[config.mk]
export PLATFORM = sky130hd
export DESIGN_NAME = cau_div
export DESIGN_NICKNAME = d
export VERILOG_FILES = /design/src/rtl/cau_pkg.sv /design/src/rtl/cau_div.sv
export SDC_FILE = /design/constraint.sdc
export NUM_CORES = 2
export LEC_CHECK = 0
export BUFFER_PORTS_ARGS = -buffer_cell sky130_fd_sc_hd__buf_4
export CAP_MARGIN = 20
export CORE_MARGIN = 1.5
export CORE_UTILIZATION = 40
export CTS_CLUSTER_DIAMETER = 60
export DETAILED_ROUTE_END_ITERATION = 8
export SETUP_SLACK_MARGIN = 0.4
export SLEW_MARGIN = 30
export SYNTH_ARGS = -nofsm -noshare
export SYNTH_HDL_FRONTEND = slang
export SYNTH_SLANG_ARGS = --single-unit
[constraint.sdc]
create_clock -name clk -period 38.4 [get_ports clk]
set_input_delay 3.84 -clock clk [delete_from_list [all_inputs] [get_ports clk]]
set_output_delay 3.84 -clock clk [all_outputs]
set_load 0.02 [all_outputs]
[src/rtl/cau_pkg.sv]
// Shared types, constants and helper functions for the complex arithmetic unit.
package cau_pkg;

  localparam int DATA_WIDTH = 16;
  localparam int FRAC_BITS  = 8;
  localparam int PROD_W     = 2 * DATA_WIDTH;
  localparam int SUM_W      = 2 * DATA_WIDTH + 1;

  typedef enum logic [1:0] {
    OP_ADD = 2'd0,
    OP_SUB = 2'd1,
    OP_MUL = 2'd2,
    OP_DIV = 2'd3
  } cau_op_t;

  typedef struct packed {
    logic [1:0]                   kind;
    logic signed [DATA_WIDTH-1:0] a_re;
    logic signed [DATA_WIDTH-1:0] a_im;
    logic signed [DATA_WIDTH-1:0] b_re;
    logic signed [DATA_WIDTH-1:0] b_im;
  } cau_in_t;

  typedef struct packed {
    logic signed [DATA_WIDTH-1:0] res_re;
    logic signed [DATA_WIDTH-1:0] res_im;
    logic                         overflow;
    logic                         divide_by_zero;
  } cau_out_t;

  // Side information that rides along the divider pipeline.
  typedef struct packed {
    logic                  is_div;
    logic                  dz;
    logic                  neg_re;
    logic                  neg_im;
    logic                  big_re;
    logic                  big_im;
    logic                  ovf;
    logic [DATA_WIDTH-1:0] re;
    logic [DATA_WIDTH-1:0] im;
  } cau_side_t;

  // Saturates a signed value to the data width; the top bit is the saturation flag.
  function automatic logic [DATA_WIDTH:0] cau_sat(input logic signed [SUM_W-1:0] v);
    logic signed [SUM_W-1:0] hi;
    logic signed [SUM_W-1:0] lo;
    hi = SUM_W'({1'b0, {(DATA_WIDTH-1){1'b1}}});
    lo = -SUM_W'({1'b1, {(DATA_WIDTH-1){1'b0}}});
    if (v > hi) begin
      return {1'b1, 1'b0, {(DATA_WIDTH-1){1'b1}}};
    end else if (v < lo) begin
      return {1'b1, 1'b1, {(DATA_WIDTH-1){1'b0}}};
    end
    return {1'b0, v[DATA_WIDTH-1:0]};
  endfunction

  // One restoring division step; the top bit is the quotient bit.
  function automatic logic [PROD_W:0] cau_step(input logic [PROD_W-1:0] rem,
                                               input logic             nbit,
                                               input logic [PROD_W-1:0] den);
    logic [PROD_W:0] r2;
    r2 = {rem, nbit};
    if (r2 >= {1'b0, den}) begin
      r2 = r2 - {1'b0, den};
      return {1'b1, r2[PROD_W-1:0]};
    end
    return {1'b0, r2[PROD_W-1:0]};
  endfunction

endpackage

[src/rtl/cau_div.sv]
// Pipelined restoring divider for the real and imaginary quotients.
module cau_div import cau_pkg::*; (
  input  logic                  clk,
  input  logic                  rst_n,
  input  logic                  en,
  input  logic                  in_valid,
  input  cau_side_t             in_side,
  input  logic [PROD_W-1:0]     in_rem_re,
  input  logic [PROD_W-1:0]     in_rem_im,
  input  logic [DATA_WIDTH-1:0] in_low_re,
  input  logic [DATA_WIDTH-1:0] in_low_im,
  input  logic [PROD_W-1:0]     in_den,
  output logic                  out_valid,
  output cau_side_t             out_side,
  output logic [DATA_WIDTH-1:0] out_q_re,
  output logic [DATA_WIDTH-1:0] out_q_im
);

  localparam int STEPS = 4;
  localparam int NST   = (DATA_WIDTH + STEPS - 1) / STEPS;

  logic                  valid_r  [NST];
  cau_side_t             side_r   [NST];
  logic [PROD_W-1:0]     rem_re_r [NST];
  logic [PROD_W-1:0]     rem_im_r [NST];
  logic [DATA_WIDTH-1:0] low_re_r [NST];
  logic [DATA_WIDTH-1:0] low_im_r [NST];
  logic [DATA_WIDTH-1:0] q_re_r   [NST];
  logic [DATA_WIDTH-1:0] q_im_r   [NST];
  logic [PROD_W-1:0]     den_r    [NST];

  for (genvar s = 0; s < NST; s++) begin : g_stage
    logic                  v_in;
    cau_side_t             sd_in;
    logic [PROD_W-1:0]     rre_in, rim_in, den_in;
    logic [DATA_WIDTH-1:0] lre_in, lim_in, qre_in, qim_in;
    logic [PROD_W-1:0]     rre_nxt, rim_nxt;
    logic [DATA_WIDTH-1:0] lre_nxt, lim_nxt, qre_nxt, qim_nxt;

    if (s == 0) begin : g_first
      assign v_in   = in_valid;
      assign sd_in  = in_side;
      assign rre_in = in_rem_re;
      assign rim_in = in_rem_im;
      assign lre_in = in_low_re;
      assign lim_in = in_low_im;
      assign qre_in = '0;
      assign qim_in = '0;
      assign den_in = in_den;
    end else begin : g_next
      assign v_in   = valid_r[s-1];
      assign sd_in  = side_r[s-1];
      assign rre_in = rem_re_r[s-1];
      assign rim_in = rem_im_r[s-1];
      assign lre_in = low_re_r[s-1];
      assign lim_in = low_im_r[s-1];
      assign qre_in = q_re_r[s-1];
      assign qim_in = q_im_r[s-1];
      assign den_in = den_r[s-1];
    end

    always_comb begin
      logic [PROD_W:0] st;
      rre_nxt = rre_in;
      rim_nxt = rim_in;
      lre_nxt = lre_in;
      lim_nxt = lim_in;
      qre_nxt = qre_in;
      qim_nxt = qim_in;
      for (int k = 0; k < STEPS; k++) begin
        if (s * STEPS + k < DATA_WIDTH) begin
          st      = cau_step(rre_nxt, lre_nxt[DATA_WIDTH-1], den_in);
          rre_nxt = st[PROD_W-1:0];
          qre_nxt = {qre_nxt[DATA_WIDTH-2:0], st[PROD_W]};
          lre_nxt = {lre_nxt[DATA_WIDTH-2:0], 1'b0};
          st      = cau_step(rim_nxt, lim_nxt[DATA_WIDTH-1], den_in);
          rim_nxt = st[PROD_W-1:0];
          qim_nxt = {qim_nxt[DATA_WIDTH-2:0], st[PROD_W]};
          lim_nxt = {lim_nxt[DATA_WIDTH-2:0], 1'b0};
        end
      end
    end

    always_ff @(posedge clk) begin
      if (!rst_n) begin
        valid_r[s] <= 1'b0;
      end else if (en) begin
        valid_r[s] <= v_in;
      end
    end

    always_ff @(posedge clk) begin
      if (en) begin
        side_r[s]   <= sd_in;
        rem_re_r[s] <= rre_nxt;
        rem_im_r[s] <= rim_nxt;
        low_re_r[s] <= lre_nxt;
        low_im_r[s] <= lim_nxt;
        q_re_r[s]   <= qre_nxt;
        q_im_r[s]   <= qim_nxt;
        den_r[s]    <= den_in;
      end
    end
  end

  assign out_valid = valid_r[NST-1];
  assign out_side  = side_r[NST-1];
  assign out_q_re  = q_re_r[NST-1];
  assign out_q_im  = q_im_r[NST-1];

endmodule

==> flow_summary.toml <==
[status]
outcome = "completed"

[synthesis]
synth_fp_nets = 10199
synth.cell_area_um2 = 76300
async_flop_share = 0
ys_seq_area_frac = 0.227
synth-edff-count = 575
synth_top_area_frac = 0.226
syn_inst = 8974
synth-main-ff-cell = "edfxtp_1"
synth_top_area_cell = "edfxtp_1"
synth_area_per_cell_um2 = 8.50
synth_seq_cells = 576
synth_cell_type_count = 102
synthTopCellsByArea = "edfxtp_1 23%, ha_1 17%, mux2_2 5.9%, xnor2_1 5.8%, a21oi_1 5.7%"
yosysWarnings = 0

[clocking]
htree_levels = 3
post_cts_buffers = 0
cts_resized = 0
clockBufferDepth = 3
cts-buffers-inserted = 82
cts-root-buf = "clkbuf_16"
clk_latency_ns = 0.72
cts_tree = "built"
clkTransAtPathRegs_ns = 0.06
cts.sinks = 576
hold_buffers = 0

[sta]
fmax_mhz = 53.6
tns_ns = 0
tightest_slew_ns = 1.03
finalMaxSlewViolations = 0
rsz0062_at_grt = "no"
hold_violations = 0
fin_crit_ns = 18.67
clock_skew_ns = 0.0401
fin_crit_sh = 0.486
whs_ns = 0.401
slew_headroom = 0.308
setup_viol = 0

[global_route]
overflow = 0
grt_usage = 0.255
grt_pass1_wl_um = 385000
antenna_found_initial = 4
grt_pass1_vias = 66971
grt_max_degree = 124

[placement]
gp_congestion = 0.959
hpwl_um = 205000
placed_cells = 11699
port_buffers = 242
place_area_um2 = 81800

[die]
initial_utilization = 0.402
rows = 160
ios = 243
dieHeight_um = 440
die_x_um = 440
die-area_um2 = 193000
core-area_um2 = 190000

[setup_path]
crit_fanout = 41
slowest_delay_ns = 0.59
critPathSlowestCell = "o41ai_1"
cp.arrival_ns = 19.09
start_kind = "primary input"
worstSetupPathType = "in2reg"
r2r_cells = 56
cp-end-kind = "flip-flop"
required_ns = 38.82

[routing]
wire_per_inst_um = 21.6
drtIter0Drc = 4654
dr_total_vias = 69691
ant_nets = 0
drc = 0
first_pass_iters = 6
viasPerCell = 5.88
drt-total-wl_um = 256000

[hold_path]
min_path_cells = 0
min_path_type = "reg2reg"

[layout]
fin_nets = 10497
area_growth_pct = 10.9
final_cells = 11853
postLayoutCellArea_um2 = 84600
layout-drive-gt1-share = 0.112
num-fill-cells = 18642

[job]
maxCapViolCount = 0
[per-layer routing]
| metal | track usage | routed length [um] | vias up |
|---|---|---|---|
| met5 | 0 | 0 | - |
| met4 | 0.141 | 16100 | 0 |
| met3 | 0.0230 | 11400 | 488 |
| met2 | 0.436 | 119000 | 2045 |
| met1 | 0.315 | 109000 | 32792 |
| li1 | - | - | 34366 |
[worst max-delay path: cells and delay by family]
kind,cells,cell delay [ns]
compound gates,33,9.55
buf+inv,9,2.09
fa+ha+maj,4,1.40
mux,3,1.09
simple gates,6,1.07
[worst paths after layout]
path                                             endpoint                     from  slack [ns]
worst max-delay path            rem_im_r[0][19]$_DFFE_PP_                in_den[3]       19.73
worst min-delay path              side_r[3][32]$_DFFE_PP_  side_r[2][32]$_DFFE_PP_        0.40
worst max register to register  rem_re_r[1][12]$_DFFE_PP_    den_r[0][3]$_DFFE_PP_       21.46
worst min register to register    side_r[3][32]$_DFFE_PP_  side_r[2][32]$_DFFE_PP_        0.40
[logic make-up (layout without fill, tap and decap cells)]
kind of cell	Yosys count	in the layout	synth area share
buffers and inverters	687	1053	0.0346
other	0	2	0
xor gates and xnor gates	771	771	0.0885
and+or+nand+nor	2408	2408	0.152
adders and majority gates	1054	1054	0.176
AOI/OAI and AO/OA	2989	2989	0.251
muxes	489	489	0.0713
DFF	576	576	0.227
[final cells by class]
cell class / count / area, um^2 / area share
clock inverters: 50 / 551 / 0.00651
repair buffers: 399 / 3050 / 0.0361
flip-flops and latches: 576 / 17300 / 0.204
well taps: 2511 / 3140 / 0.0372
diodes: 2 / 5.00 / 0.0000592
inverters: 502 / 1880 / 0.0223
clock buffers: 102 / 2190 / 0.0259
multi-input cells: 7711 / 56500 / 0.668
[flip-flops by register name (all words and copies together), names as in the netlist]
signal    flops
side_r      156
den_r        96
q_im_r       40
low_re_r     24
rem_re_r     96
q_re_r       40
valid_r       4
low_im_r     24
rem_im_r     96
[synth_stat cells, types with 62 or more instances]
master / count
edfxtp_1: 575
o21a_1: 148
a211oi_1: 88
nor2_1: 605
inv_1: 490
mux2_2: 401
o31ai_1: 62
nand3_1: 182
nand2b_1: 136
o21ai_0: 675
a31oi_1: 78
nand2_1: 701
a21o_1: 384
nor2b_1: 126
nand4_1: 151
nor3_1: 143
xor2_1: 265
xnor2_1: 506
a21oi_1: 873
and3_1: 91
clkbuf_1: 129
o21bai_1: 133
mux2i_1: 63
ha_1: 1024
[metrics by stage]
stage,util,setup slack (ns)
after floorplan,-,21.75
after global placement,0.431,19.48
after detailed placement,0.431,19.23
after CTS,0.446,19.93
after global routing,0.446,18.72
final,0.446,19.73
[cell usage in the layout (no fill, tap or decap), types with 126 or more instances in the layout]
master    count
nand2_1     700
a21o_1      384
nor2_1      604
nand4_1     151
o21ai_0     675
mux2_2      401
nor2b_1     126
xnor2_1     506
o21bai_1    133
nand3_1     181
a21oi_1     873
xor2_1      265
inv_1       490
edfxtp_1    575
buf_4       392
o21a_1      148
nor3_1      142
ha_1       1024
nand2b_1    136
Power is not shown: default switching activity piles up to over one toggle a cycle in this logic, so the estimate is an artifact.
